==> config.mk <==
export PLATFORM = sky130hd
export DESIGN_NAME = pedal_plausibility_monitor_unit
export DESIGN_NICKNAME = d
export VERILOG_FILES = /design/src/hw/rtl/ppm_pkg.sv /design/src/hw/rtl/ppm_cfg_regs.sv /design/src/hw/rtl/ppm_divider.sv /design/src/hw/rtl/ppm_datapath.sv /design/src/hw/rtl/ppm_ctrl.sv /design/src/hw/rtl/pedal_plausibility_monitor_unit.sv
export SDC_FILE = /design/constraint.sdc
export NUM_CORES = 1
export LEC_CHECK = 0
export BUFFER_PORTS_ARGS = -buffer_cell sky130_fd_sc_hd__buf_2
export CORE_UTILIZATION = 40
export DETAILED_ROUTE_END_ITERATION = 10
export PLACE_DENSITY_LB_ADDON = 0.05
export SETUP_SLACK_MARGIN = 0.05
export SLEW_MARGIN = 5
export SYNTH_ARGS = -nofsm -noshare
export SYNTH_HDL_FRONTEND = slang
export SYNTH_HIERARCHICAL = 1
export SYNTH_SLANG_ARGS = --single-unit
==> constraint.sdc <==
create_clock -name clk -period 9.8 [get_ports clk]
set_clock_uncertainty 0.1 [all_clocks]
set_input_delay 0 -clock clk [delete_from_list [all_inputs] [get_ports clk]]
set_output_delay 0 -clock clk [all_outputs]
set_load 0.01 [all_outputs]
==> src/hw/rtl/ppm_pkg.sv <==
// Shared types and constants of the pedal plausibility monitor.
package ppm_pkg;

    localparam int SAMPLE_W   = 12;
    localparam int ADC_BITS   = 12;
    localparam int CFG_DATA_W = 13;
    localparam int CFG_IDX_W  = 3;
    localparam int VAL_W      = 16;
    localparam int LEVEL_FRAC = 12;
    localparam int NUM_W      = SAMPLE_W + 1;
    localparam int DEN_W      = SAMPLE_W + 2;

    localparam logic [ADC_BITS-1:0] CODE_MAX = '1;
    localparam logic signed [VAL_W-1:0] VAL_MAX = 16'sh7FFF;
    localparam logic signed [VAL_W-1:0] VAL_MIN = 16'sh8000;

    // register indexes
    localparam logic [CFG_IDX_W-1:0] REG_ACCEL_MIN   = 3'd0;
    localparam logic [CFG_IDX_W-1:0] REG_ACCEL_MAX   = 3'd1;
    localparam logic [CFG_IDX_W-1:0] REG_BRAKE_MIN   = 3'd2;
    localparam logic [CFG_IDX_W-1:0] REG_BRAKE_MAX   = 3'd3;
    localparam logic [CFG_IDX_W-1:0] REG_ACCEL_LATCH = 3'd4;
    localparam logic [CFG_IDX_W-1:0] REG_BRAKE_LATCH = 3'd5;
    localparam logic [CFG_IDX_W-1:0] REG_ACCEL_REST  = 3'd6;
    localparam logic [CFG_IDX_W-1:0] REG_AGREE_LIMIT = 3'd7;

    // sensor slots in processing order
    localparam logic [1:0] SEL_ACCEL_A = 2'd0;
    localparam logic [1:0] SEL_ACCEL_B = 2'd1;
    localparam logic [1:0] SEL_FRONT   = 2'd2;
    localparam logic [1:0] SEL_REAR    = 2'd3;

    typedef struct packed {
        logic [SAMPLE_W-1:0]   accel_min;
        logic [CFG_DATA_W-1:0] accel_max;
        logic [SAMPLE_W-1:0]   brake_min;
        logic [CFG_DATA_W-1:0] brake_max;
        logic [CFG_DATA_W-1:0] accel_latch;
        logic [CFG_DATA_W-1:0] brake_latch;
        logic [CFG_DATA_W-1:0] accel_rest;
        logic [CFG_DATA_W-1:0] agree_limit;
    } cfg_t;

    typedef enum logic [2:0] {
        ST_IDLE,
        ST_LOAD,
        ST_DIV,
        ST_MUL,
        ST_FINAL
    } state_t;

    typedef struct packed {
        logic       capture;
        logic       div_start;
        logic       store;
        logic       mul;
        logic       finish;
        logic [1:0] sel;
    } cmd_t;

    typedef struct packed {
        logic div_done;
        logic out_free;
    } status_t;

endpackage

==> src/hw/rtl/ppm_cfg_regs.sv <==
// Calibration and threshold registers of the pedal monitor.
module ppm_cfg_regs (
    input  logic                                clk,
    input  logic                                rst_n,
    input  logic                                cfg_write_en,
    input  logic [ppm_pkg::CFG_IDX_W-1:0]       cfg_index,
    input  logic [ppm_pkg::CFG_DATA_W-1:0]      cfg_data,
    output ppm_pkg::cfg_t                       cfg
);

    ppm_pkg::cfg_t cfg_reg;

    always_ff @(posedge clk or negedge rst_n)
    begin
        if (!rst_n)
        begin
            cfg_reg.accel_min   <= 12'd1241;
            cfg_reg.accel_max   <= 13'd2482;
            cfg_reg.brake_min   <= 12'd0;
            cfg_reg.brake_max   <= 13'd4096;
            cfg_reg.accel_latch <= 13'd1638;
            cfg_reg.brake_latch <= 13'd410;
            cfg_reg.accel_rest  <= 13'd1229;
            cfg_reg.agree_limit <= 13'd819;
        end
        else if (cfg_write_en)
        begin
            case (cfg_index)
                ppm_pkg::REG_ACCEL_MIN:
                    cfg_reg.accel_min <= cfg_data[ppm_pkg::SAMPLE_W-1:0];
                ppm_pkg::REG_ACCEL_MAX:   cfg_reg.accel_max   <= cfg_data;
                ppm_pkg::REG_BRAKE_MIN:
                    cfg_reg.brake_min <= cfg_data[ppm_pkg::SAMPLE_W-1:0];
                ppm_pkg::REG_BRAKE_MAX:   cfg_reg.brake_max   <= cfg_data;
                ppm_pkg::REG_ACCEL_LATCH: cfg_reg.accel_latch <= cfg_data;
                ppm_pkg::REG_BRAKE_LATCH: cfg_reg.brake_latch <= cfg_data;
                ppm_pkg::REG_ACCEL_REST:  cfg_reg.accel_rest  <= cfg_data;
                ppm_pkg::REG_AGREE_LIMIT: cfg_reg.agree_limit <= cfg_data;
                default: ;
            endcase
        end
    end

    assign cfg = cfg_reg;

endmodule

==> src/hw/rtl/ppm_divider.sv <==
// Radix-4 restoring divider that normalizes one sample to saturated Q.FRAC_BITS.
module ppm_divider #(
    parameter int FRAC_BITS = 12
) (
    input  logic                                  clk,
    input  logic                                  rst_n,
    input  logic                                  start,
    input  logic signed [ppm_pkg::NUM_W-1:0]      num,
    input  logic signed [ppm_pkg::DEN_W-1:0]      den,
    output logic                                  done,
    output logic signed [ppm_pkg::VAL_W-1:0]      quot
);

    localparam int MAG_W = ppm_pkg::SAMPLE_W;
    localparam int DVS_W = ppm_pkg::DEN_W - 1;
    localparam int RMW   = DVS_W + 1;
    localparam int ITER  = (MAG_W + FRAC_BITS + 1) / 2;
    localparam int DW    = 2 * ITER;
    localparam int CNT_W = $clog2(ITER + 1);

    logic [RMW-1:0]   rem_reg, rem_next;
    logic [DW-1:0]    quo_reg, quo_next;
    logic [DVS_W-1:0] dvs_reg;
    logic [CNT_W-1:0] cnt_reg;
    logic             busy_reg, done_reg, neg_reg, nz_reg, zden_reg;

    logic [ppm_pkg::NUM_W-1:0] num_abs;
    logic [ppm_pkg::DEN_W-1:0] den_abs;

    assign num_abs = num[ppm_pkg::NUM_W-1] ? -num : num;
    assign den_abs = den[ppm_pkg::DEN_W-1] ? -den : den;

    // two restoring steps per cycle
    always_comb
    begin
        rem_next = rem_reg;
        quo_next = quo_reg;
        for (int k = 0; k < 2; k++)
        begin
            rem_next = {rem_next[RMW-2:0], quo_next[DW-1]};
            quo_next = {quo_next[DW-2:0], 1'b0};
            if (rem_next >= {1'b0, dvs_reg})
            begin
                rem_next    = rem_next - {1'b0, dvs_reg};
                quo_next[0] = 1'b1;
            end
        end
    end

    always_ff @(posedge clk or negedge rst_n)
    begin
        if (!rst_n)
        begin
            busy_reg <= 1'b0;
            done_reg <= 1'b0;
            cnt_reg  <= '0;
        end
        else if (start)
        begin
            busy_reg <= (den != '0);
            done_reg <= (den == '0);
            cnt_reg  <= CNT_W'(ITER);
        end
        else if (busy_reg)
        begin
            cnt_reg <= cnt_reg - 1'b1;
            if (cnt_reg == CNT_W'(1))
            begin
                busy_reg <= 1'b0;
                done_reg <= 1'b1;
            end
        end
    end

    always_ff @(posedge clk)
    begin
        if (start)
        begin
            rem_reg  <= '0;
            quo_reg  <= DW'(num_abs[MAG_W-1:0]) << FRAC_BITS;
            dvs_reg  <= den_abs[DVS_W-1:0];
            neg_reg  <= num[ppm_pkg::NUM_W-1] ^ den[ppm_pkg::DEN_W-1];
            nz_reg   <= (num != '0);
            zden_reg <= (den == '0);
        end
        else if (busy_reg)
        begin
            rem_reg <= rem_next;
            quo_reg <= quo_next;
        end
    end

    // apply sign and saturate
    always_comb
    begin
        if (zden_reg)
        begin
            if (!nz_reg)
                quot = '0;
            else
                quot = neg_reg ? ppm_pkg::VAL_MIN : ppm_pkg::VAL_MAX;
        end
        else if (!neg_reg)
            quot = (quo_reg > DW'(32767)) ? ppm_pkg::VAL_MAX
                                          : quo_reg[ppm_pkg::VAL_W-1:0];
        else
            quot = (quo_reg >= DW'(32768)) ? ppm_pkg::VAL_MIN
                                           : -quo_reg[ppm_pkg::VAL_W-1:0];
    end

    assign done = done_reg;

endmodule

==> src/hw/rtl/ppm_datapath.sv <==
// Sample capture, normalization, plausibility checks and result register.
module ppm_datapath #(
    parameter int FRAC_BITS = 12
) (
    input  logic                              clk,
    input  logic                              rst_n,
    input  ppm_pkg::cfg_t                     cfg,
    input  ppm_pkg::cmd_t                     cmd,
    output ppm_pkg::status_t                  status,
    input  logic [ppm_pkg::SAMPLE_W-1:0]      accel_a_sample,
    input  logic [ppm_pkg::SAMPLE_W-1:0]      accel_b_sample,
    input  logic [ppm_pkg::SAMPLE_W-1:0]      front_brake_sample,
    input  logic [ppm_pkg::SAMPLE_W-1:0]      rear_brake_sample,
    input  logic                              out_ready,
    output logic                              out_valid,
    output logic [ppm_pkg::ADC_BITS-1:0]      throttle_code,
    output logic                              throttle_enable,
    output logic                              overlap_fault,
    output logic                              agreement_fault,
    output logic                              range_fault
);

    localparam int VW  = ppm_pkg::VAL_W;
    localparam int LW  = (FRAC_BITS + 14 > VW + ppm_pkg::LEVEL_FRAC) ?
                         FRAC_BITS + 14 : VW + ppm_pkg::LEVEL_FRAC;
    localparam int RW  = (FRAC_BITS + 5 > VW + 4) ? FRAC_BITS + 5 : VW + 4;
    localparam int CW  = VW + ppm_pkg::ADC_BITS;
    localparam int PW  = ppm_pkg::CFG_DATA_W + VW;

    localparam logic signed [RW-1:0] RNG_ONE = RW'(1) << FRAC_BITS;
    localparam logic signed [RW-1:0] RNG_HI  = RW'(11) << FRAC_BITS;

    logic [ppm_pkg::SAMPLE_W-1:0] samp_reg [4];
    logic signed [VW-1:0]         v_reg    [4];
    logic                         range_reg;

    logic [VW-1:0] d_reg;
    logic [PW-1:0] prod_reg;
    logic          eq_reg, szero_reg, spos_reg;

    logic                         out_valid_reg, latch_reg;
    logic [ppm_pkg::ADC_BITS-1:0] code_reg;
    logic                         en_reg, agree_out_reg, range_out_reg;

    logic [ppm_pkg::SAMPLE_W-1:0]          samp_sel, lo_sel;
    logic [ppm_pkg::CFG_DATA_W-1:0]        hi_sel;
    logic signed [ppm_pkg::NUM_W-1:0]      div_num;
    logic signed [ppm_pkg::DEN_W-1:0]      div_den;
    logic                                  div_done;
    logic signed [VW-1:0]                  div_quot;
    logic signed [RW-1:0]                  rng_v, rng_v10;
    logic                                  quot_oor;

    logic signed [VW:0]   sum_ab, diff_ab;
    logic signed [LW-1:0] a_sc, f_sc, lvl_al, lvl_bl, lvl_ar;
    logic [CW-1:0]        code_wide;
    logic                 agree_f, latch_next, en_next;
    logic [ppm_pkg::ADC_BITS-1:0] code_next;

    // pick the sample and calibration pair for the divider
    always_comb
    begin
        samp_sel = samp_reg[cmd.sel];
        if (cmd.sel[1])
        begin
            lo_sel = cfg.brake_min;
            hi_sel = cfg.brake_max;
        end
        else
        begin
            lo_sel = cfg.accel_min;
            hi_sel = cfg.accel_max;
        end
        div_num = {1'b0, samp_sel} - {1'b0, lo_sel};
        div_den = {1'b0, hi_sel} - {2'b00, lo_sel};
    end

    ppm_divider #(
        .FRAC_BITS (FRAC_BITS)
    ) u_div (
        .clk   (clk),
        .rst_n (rst_n),
        .start (cmd.div_start),
        .num   (div_num),
        .den   (div_den),
        .done  (div_done),
        .quot  (div_quot)
    );

    // range check on each value as it comes out of the divider
    always_comb
    begin
        rng_v    = RW'(div_quot);
        rng_v10  = (rng_v <<< 3) + (rng_v <<< 1);
        quot_oor = (rng_v10 < -RNG_ONE) || (rng_v10 > RNG_HI);
    end

    always_ff @(posedge clk)
    begin
        if (cmd.capture)
        begin
            samp_reg[ppm_pkg::SEL_ACCEL_A] <= accel_a_sample;
            samp_reg[ppm_pkg::SEL_ACCEL_B] <= accel_b_sample;
            samp_reg[ppm_pkg::SEL_FRONT]   <= front_brake_sample;
            samp_reg[ppm_pkg::SEL_REAR]    <= rear_brake_sample;
        end
        if (cmd.store)
            v_reg[cmd.sel] <= div_quot;
    end

    always_ff @(posedge clk or negedge rst_n)
    begin
        if (!rst_n)
            range_reg <= 1'b0;
        else if (cmd.capture)
            range_reg <= 1'b0;
        else if (cmd.store && quot_oor)
            range_reg <= 1'b1;
    end

    // agreement: sum, difference and the limit product
    always_comb
    begin
        sum_ab = (VW+1)'(v_reg[ppm_pkg::SEL_ACCEL_A]) + (VW+1)'(v_reg[ppm_pkg::SEL_ACCEL_B]);
        if (v_reg[ppm_pkg::SEL_ACCEL_A] > v_reg[ppm_pkg::SEL_ACCEL_B])
            diff_ab = (VW+1)'(v_reg[ppm_pkg::SEL_ACCEL_A])
                    - (VW+1)'(v_reg[ppm_pkg::SEL_ACCEL_B]);
        else
            diff_ab = (VW+1)'(v_reg[ppm_pkg::SEL_ACCEL_B])
                    - (VW+1)'(v_reg[ppm_pkg::SEL_ACCEL_A]);
    end

    always_ff @(posedge clk)
    begin
        if (cmd.mul)
        begin
            prod_reg  <= PW'(cfg.agree_limit) * PW'(sum_ab[VW-1:0]);
            d_reg     <= diff_ab[VW-1:0];
            eq_reg    <= (v_reg[ppm_pkg::SEL_ACCEL_A] == v_reg[ppm_pkg::SEL_ACCEL_B]);
            szero_reg <= (sum_ab == '0);
            spos_reg  <= (sum_ab > 0);
        end
    end

    // final decision: level compares, latch, enable and DAC code
    always_comb
    begin
        agree_f = !eq_reg && (szero_reg || (spos_reg && ({d_reg, 13'b0} >= (PW+1)'(prod_reg))));

        a_sc   = LW'(v_reg[ppm_pkg::SEL_ACCEL_A]) <<< ppm_pkg::LEVEL_FRAC;
        f_sc   = LW'(v_reg[ppm_pkg::SEL_FRONT]) <<< ppm_pkg::LEVEL_FRAC;
        lvl_al = LW'(cfg.accel_latch) << FRAC_BITS;
        lvl_bl = LW'(cfg.brake_latch) << FRAC_BITS;
        lvl_ar = LW'(cfg.accel_rest) << FRAC_BITS;

        if ((a_sc > lvl_al) && (f_sc > lvl_bl))
            latch_next = 1'b1;
        else if (latch_reg && (a_sc < lvl_ar))
            latch_next = 1'b0;
        else
            latch_next = latch_reg;

        en_next   = !(latch_next || agree_f || range_reg);
        code_wide = (CW'($unsigned(v_reg[ppm_pkg::SEL_ACCEL_A])) << ppm_pkg::ADC_BITS)
                    >> FRAC_BITS;
        if (en_next && (v_reg[ppm_pkg::SEL_ACCEL_A] > 0))
            code_next = (code_wide > CW'(ppm_pkg::CODE_MAX)) ? ppm_pkg::CODE_MAX
                                                            : code_wide[ppm_pkg::ADC_BITS-1:0];
        else
            code_next = '0;
    end

    always_ff @(posedge clk or negedge rst_n)
    begin
        if (!rst_n)
        begin
            out_valid_reg <= 1'b0;
            latch_reg     <= 1'b0;
        end
        else if (cmd.finish)
        begin
            out_valid_reg <= 1'b1;
            latch_reg     <= latch_next;
        end
        else if (out_ready)
            out_valid_reg <= 1'b0;
    end

    always_ff @(posedge clk)
    begin
        if (cmd.finish)
        begin
            code_reg      <= code_next;
            en_reg        <= en_next;
            agree_out_reg <= agree_f;
            range_out_reg <= range_reg;
        end
    end

    assign status.div_done = div_done;
    assign status.out_free = !out_valid_reg || out_ready;

    assign out_valid       = out_valid_reg;
    assign throttle_code   = code_reg;
    assign throttle_enable = en_reg;
    assign overlap_fault   = latch_reg;
    assign agreement_fault = agree_out_reg;
    assign range_fault     = range_out_reg;

endmodule

==> src/hw/rtl/ppm_ctrl.sv <==
// Sequencer that steps one item through the four divisions and the checks.
module ppm_ctrl (
    input  logic               clk,
    input  logic               rst_n,
    input  logic               in_valid,
    output logic               in_ready,
    input  ppm_pkg::status_t   status,
    output ppm_pkg::cmd_t      cmd
);

    ppm_pkg::state_t state_reg, state_next;
    logic [1:0]      sel_reg, sel_next;

    always_ff @(posedge clk or negedge rst_n)
    begin
        if (!rst_n)
        begin
            state_reg <= ppm_pkg::ST_IDLE;
            sel_reg   <= ppm_pkg::SEL_ACCEL_A;
        end
        else
        begin
            state_reg <= state_next;
            sel_reg   <= sel_next;
        end
    end

    always_comb
    begin
        state_next = state_reg;
        sel_next   = sel_reg;
        case (state_reg)
            ppm_pkg::ST_IDLE:
                if (in_valid)
                begin
                    state_next = ppm_pkg::ST_LOAD;
                    sel_next   = ppm_pkg::SEL_ACCEL_A;
                end
            ppm_pkg::ST_LOAD:
                state_next = ppm_pkg::ST_DIV;
            ppm_pkg::ST_DIV:
                if (status.div_done)
                begin
                    sel_next   = sel_reg + 2'd1;
                    state_next = (sel_reg == ppm_pkg::SEL_REAR) ? ppm_pkg::ST_MUL
                                                                : ppm_pkg::ST_LOAD;
                end
            ppm_pkg::ST_MUL:
                state_next = ppm_pkg::ST_FINAL;
            ppm_pkg::ST_FINAL:
                if (status.out_free)
                    state_next = ppm_pkg::ST_IDLE;
            default:
                state_next = ppm_pkg::ST_IDLE;
        endcase
    end

    always_comb
    begin
        in_ready      = (state_reg == ppm_pkg::ST_IDLE);
        cmd.capture   = (state_reg == ppm_pkg::ST_IDLE) && in_valid;
        cmd.div_start = (state_reg == ppm_pkg::ST_LOAD);
        cmd.store     = (state_reg == ppm_pkg::ST_DIV) && status.div_done;
        cmd.mul       = (state_reg == ppm_pkg::ST_MUL);
        cmd.finish    = (state_reg == ppm_pkg::ST_FINAL) && status.out_free;
        cmd.sel       = sel_reg;
    end

endmodule

==> src/hw/rtl/pedal_plausibility_monitor_unit.sv <==
// Top level of the accelerator pedal / brake plausibility monitor.
//
// Each item brings four raw 12-bit ADC codes (two accelerator sensors, front
// and rear brake). Every code is normalized to a signed Q.FRAC_BITS value,
// (code - min) / (max - min) truncated toward zero and saturated to 16 bits,
// by one shared divider that retires two quotient bits per cycle. The monitor
// then runs the accelerator agreement check, the brake/accelerator overlap
// latch and the -0.1..1.1 range check, and emits one result item: the DAC
// code of the first accelerator sensor (0 when any check faults), the enable
// flag and the three fault flags. One item is processed at a time, and its four
// divisions run one after another; a sample whose calibration has max equal
// to min skips its division and finishes sooner. A finished result sits in
// an output register, so the next item is taken while it waits; the block
// only stalls in its last step if that register is still occupied. The
// overlap latch is cleared by reset. Calibration registers are to be written
// by the user through the plain write port while no item is in flight; the
// block itself does not enforce this.
module pedal_plausibility_monitor_unit #(
    parameter int FRAC_BITS = 12
) (
    input  logic                              clk,
    input  logic                              rst_n,

    input  logic                              cfg_write_en,
    input  logic [ppm_pkg::CFG_IDX_W-1:0]     cfg_index,
    input  logic [ppm_pkg::CFG_DATA_W-1:0]    cfg_data,

    input  logic                              in_valid,
    output logic                              in_ready,
    input  logic [ppm_pkg::SAMPLE_W-1:0]      accel_a_sample,
    input  logic [ppm_pkg::SAMPLE_W-1:0]      accel_b_sample,
    input  logic [ppm_pkg::SAMPLE_W-1:0]      front_brake_sample,
    input  logic [ppm_pkg::SAMPLE_W-1:0]      rear_brake_sample,

    output logic                              out_valid,
    input  logic                              out_ready,
    output logic [ppm_pkg::ADC_BITS-1:0]      throttle_code,
    output logic                              throttle_enable,
    output logic                              overlap_fault,
    output logic                              agreement_fault,
    output logic                              range_fault
);

    ppm_pkg::cfg_t    cfg;
    ppm_pkg::cmd_t    cmd;
    ppm_pkg::status_t status;

    // calibration and thresholds
    ppm_cfg_regs u_cfg (
        .clk          (clk),
        .rst_n        (rst_n),
        .cfg_write_en (cfg_write_en),
        .cfg_index    (cfg_index),
        .cfg_data     (cfg_data),
        .cfg          (cfg)
    );

    // sequencer: accept, divide four times, multiply, decide
    ppm_ctrl u_ctrl (
        .clk      (clk),
        .rst_n    (rst_n),
        .in_valid (in_valid),
        .in_ready (in_ready),
        .status   (status),
        .cmd      (cmd)
    );

    // arithmetic, latch and result register
    ppm_datapath #(
        .FRAC_BITS (FRAC_BITS)
    ) u_dp (
        .clk                (clk),
        .rst_n              (rst_n),
        .cfg                (cfg),
        .cmd                (cmd),
        .status             (status),
        .accel_a_sample     (accel_a_sample),
        .accel_b_sample     (accel_b_sample),
        .front_brake_sample (front_brake_sample),
        .rear_brake_sample  (rear_brake_sample),
        .out_ready          (out_ready),
        .out_valid          (out_valid),
        .throttle_code      (throttle_code),
        .throttle_enable    (throttle_enable),
        .overlap_fault      (overlap_fault),
        .agreement_fault    (agreement_fault),
        .range_fault        (range_fault)
    );

endmodule

==> impl_metrics.prom <==
# TYPE chip_impl_metric gauge
chip_impl_metric{name="grt_antenna_before_repair",unit=""} 3
chip_impl_metric{name="global_route.usage.met3",unit=""} 0.0262
chip_impl_metric{name="vias",unit=""} 19900
chip_impl_metric{name="detail_route.first_pass.iterations",unit=""} 6
chip_impl_metric{name="cts-htree-levels",unit=""} 2
chip_impl_metric{name="max_cap_viol_count",unit=""} 0
chip_impl_metric{name="cts_resized",unit=""} 0
chip_impl_metric{name="clock_sink_count",unit=""} 328
chip_impl_metric{name="globalRouteTotalUtil",unit=""} 0.218
chip_impl_metric{name="die_area",unit="µm²"} 68700
chip_impl_metric{name="yosys.area.top_type_share",unit=""} 0.208
chip_impl_metric{name="clk_latency",unit="ns"} 0.59
chip_impl_metric{name="clkTransAtPathRegs",unit="ns"} 0.06
chip_impl_info{name="netlist.top_cell.by_area",value="edfxtp_1"} 1
chip_impl_metric{name="drive_above_1_share",unit=""} 0.138
chip_impl_metric{name="numPortBuffers",unit=""} 86
chip_impl_metric{name="vias_per_cell",unit=""} 5.33
chip_impl_metric{name="flip_flop_count_of_the_largest_register_all_copies_and_words_added",unit=""} 102
chip_impl_metric{name="syn_nets",unit=""} 3119
chip_impl_metric{name="max_freq",unit="GHz"} 0.122
chip_impl_metric{name="die_w",unit="µm"} 262
chip_impl_metric{name="synth_seq_cells",unit=""} 328
chip_impl_metric{name="timing.final.max_slew_violations",unit=""} 0
chip_impl_metric{name="floorplan.rows",unit=""} 94
chip_impl_info{name="start_kind",value="flop"} 1
chip_impl_metric{name="drt_first_iter_violations",unit=""} 1054
chip_impl_metric{name="slew_headroom",unit=""} 0.266
chip_impl_metric{name="gr-usage-met1",unit=""} 0.297
chip_impl_metric{name="synthCells",unit=""} 2642
chip_impl_metric{name="setup_tns",unit="ns"} 0
chip_impl_metric{name="synth-async-reset-ratio",unit=""} 0.354
chip_impl_metric{name="syn_avg_cell_area",unit="µm²"} 10.2
chip_impl_metric{name="die_h",unit="µm"} 262
chip_impl_metric{name="area.growth.synth_to_final",unit="%"} 14.3
chip_impl_metric{name="deepest_clock_path_buffer_count",unit=""} 3
chip_impl_metric{name="required",unit="ns"} 10.01
chip_impl_metric{name="yosys_warning_count",unit=""} 6
chip_impl_metric{name="critPathMaxFanout",unit=""} 7
chip_impl_metric{name="yosys.cell_types.count",unit=""} 100
chip_impl_info{name="dominantRegCellSynth",value="edfxtp_1"} 1
chip_impl_metric{name="synth-edff-count",unit=""} 187
chip_impl_metric{name="final_hold_viol_count",unit=""} 0
chip_impl_metric{name="core_area",unit="µm²"} 66300
chip_impl_info{name="cts_tree",value="built"} 1
chip_impl_metric{name="ant_nets",unit=""} 0
chip_impl_metric{name="placement.setup.worst_slack",unit="ns"} 1.55
chip_impl_metric{name="floorplan.initialDensity",unit=""} 0.408
chip_impl_metric{name="final.setup.worst_slack",unit="ns"} 1.58
chip_impl_info{name="criticalPathCategory",value="reg2reg"} 1
chip_impl_info{name="hold_class",value="in2reg"} 1
chip_impl_metric{name="fin_crit",unit="ns"} 8.22
chip_impl_metric{name="fillCellCount",unit=""} 6301
chip_impl_metric{name="grt_first_pass_wirelength",unit="mm"} 116
chip_impl_info{name="setup.worst_path.end_class",value="flop"} 1
chip_impl_metric{name="tightestPinTransition",unit="ns"} 1.10
chip_impl_metric{name="cts_setup_buffers",unit=""} 0
chip_impl_metric{name="globalplace.congestion",unit=""} 0.944
chip_impl_metric{name="drt-wirelength-per-cell",unit="µm"} 19.7
chip_impl_info{name="synth.area.top_cells",value="edfxtp_1, fa_1, ha_1, dfrtp_1, mux2_2"} 1
chip_impl_metric{name="first_global_vias",unit=""} 20500
chip_impl_metric{name="pin_count_of_the_biggest_net_entering_global_routing",unit=""} 66
chip_impl_metric{name="numCtsBuffers",unit=""} 41
chip_impl_metric{name="synth_area",unit="µm²"} 27000
chip_impl_metric{name="finalSetupViolations",unit=""} 0
chip_impl_info{name="status",value="completed"} 1
chip_impl_metric{name="groute.layer.met2.usage",unit=""} 0.368
chip_impl_metric{name="io_pins",unit=""} 87
chip_impl_info{name="clk_root_buffer_cell",value="clkbuf_16"} 1
chip_impl_metric{name="final_min_period_over_clock_period",unit=""} 0.839
chip_impl_metric{name="dp.final_hpwl",unit="mm"} 55.8
chip_impl_metric{name="overflow",unit=""} 0
chip_impl_metric{name="postRouteWirelength",unit="mm"} 73.3
chip_impl_metric{name="finalNetCount",unit=""} 3303
chip_impl_metric{name="cts_hold_buf",unit=""} 109
chip_impl_metric{name="crit_arrival",unit="ns"} 8.43
chip_impl_metric{name="drc",unit=""} 0
chip_impl_metric{name="synth_sequential_area_ratio",unit=""} 0.335
chip_impl_info{name="setup_repair_after_global_routing_missed_its_margin",value="false"} 1
chip_impl_info{name="grt_busiest_layer",value="met2"} 1
## per-layer routing
| metal | wire (µm) | vias up | part of all wire |
|---|---|---|---|
| met2 | 34700 | 356 | 0.47 |
| met1 | 34400 | 9913 | 0.47 |
| met5 | 0 | - | 0 |
| met3 | 2700 | 80 | 0.037 |
| li1 | - | 9505 | - |
| met4 | 1540 | 0 | 0.021 |
## synthesized netlist by cell type, drive strengths merged (28+ instances only)
cell type,instances
mux2,120
edfxtp,187
nand2b,43
mux2i,36
nor2b,55
nand2,172
buf,32
clkbuf,60
a21oi,96
ha,246
o21ai,110
inv,348
dfstp,36
xor2,33
nor3,35
a31oi,30
nor2,162
and2,101
fa,162
a21o,42
dfrtp,80
xnor2,82
a211oi,28
## cell families after synthesis
logic type / after synthesis / synth area share
AOI/OAI and AO/OA: 457 / 0.115
xor gates and xnor gates: 115 / 0.0372
adders and majority gates: 408 / 0.234
buffers and inverters: 440 / 0.0650
DFF: 328 / 0.335
muxes: 168 / 0.0733
and+or+nand+nor: 726 / 0.141
## critical path, stage by stage, from the launching register on
cell       delay, ns
edfxtp_1        0.44
ha_1            0.27
fa_1            0.47
nand2b_4        0.13
a2111oi_4       0.08
o41a_4          0.51
a211oi_1        0.34
o31a_1          0.17
o21bai_1        0.09
xor2_1          0.58
nand2b_1        0.21
fa_1            0.44
fa_1            0.51
inv_1           0.05
fa_1            0.47
fa_1            0.54
inv_1           0.06
fa_1            0.52
inv_1           0.04
ha_1            0.36
a21o_1          0.21
a21o_1          0.21
or2_2           0.29
o311ai_0        0.43
nand4b_1        0.17
a21oi_1         0.20
xnor2_1         0.08
## placed cells by master (no fill, tap or decap), types with 35 or more instances in the layout
cell type	n
edfxtp_1	187
nand2_1	172
fa_1	162
dfstp_2	36
buf_4	39
nor3_1	35
dfrtp_1	79
xnor2_1	80
ha_1	246
buf_2	85
a21oi_1	96
nand2b_1	42
mux2_2	118
nor2_1	161
a21o_1	42
dlygate4sd3_1	108
inv_1	348
mux2i_1	36
and2_1	100
o21ai_0	101
nor2b_1	55
clkbuf_16	41
## per-stage QoR
stage | cell area [µm²] | util | hold WS [ns] | cells
after floorplan | 27000 | - | -0.396 | 2642
after global placement | 28500 | 0.429 | -0.0000427 | 3538
after detailed placement | 28500 | 0.429 | 0.00567 | 3538
after CTS | 30900 | 0.466 | 0.00101 | 3723
after global routing | 30900 | 0.466 | 0.0299 | 3725
final | 30900 | 0.466 | 0.0337 | 3725
## area by class of cell
cell class / instances / area (µm²) / area share
flip-flops and latches: 328 / 9060 / 0.293
multi-input cells: 1874 / 16300 / 0.527
diodes: 2 / 5.00 / 0.000162
clock inverters: 19 / 216 / 0.00700
clock buffers: 57 / 1150 / 0.0371
well taps: 864 / 1080 / 0.0350
inverters: 348 / 1310 / 0.0422
repair buffers: 233 / 1820 / 0.0588
## final timing paths
path,from,to,cells after the start,slack (ns)
worst max-delay path,u_dp/v_reg[0][0]$_DFFE_PP_,u_dp/prod_reg[27]$_DFFE_PP_,26,1.58
max in group asynchronous,rst_n,u_ctrl/sel_reg[1]$_DFFE_PN0P_,3,8.61
min in group asynchronous,rst_n,u_cfg/cfg[9]$_DFFE_PN1P_,2,0.06
worst min register to register,u_cfg/cfg[38]$_DFFE_PN0P_,u_cfg/cfg[38]$_DFFE_PN0P_,1,0.40
worst min-delay path,accel_b_sample[1],u_dp/samp_reg[1][1]$_DFFE_PP_,2,0.03
worst max register to register,u_dp/v_reg[0][0]$_DFFE_PP_,u_dp/prod_reg[27]$_DFFE_PP_,26,1.58
Power is left out: the tool's default activity adds up to more than one toggle a clock period on the data nets, which glitch-free logic cannot reach.
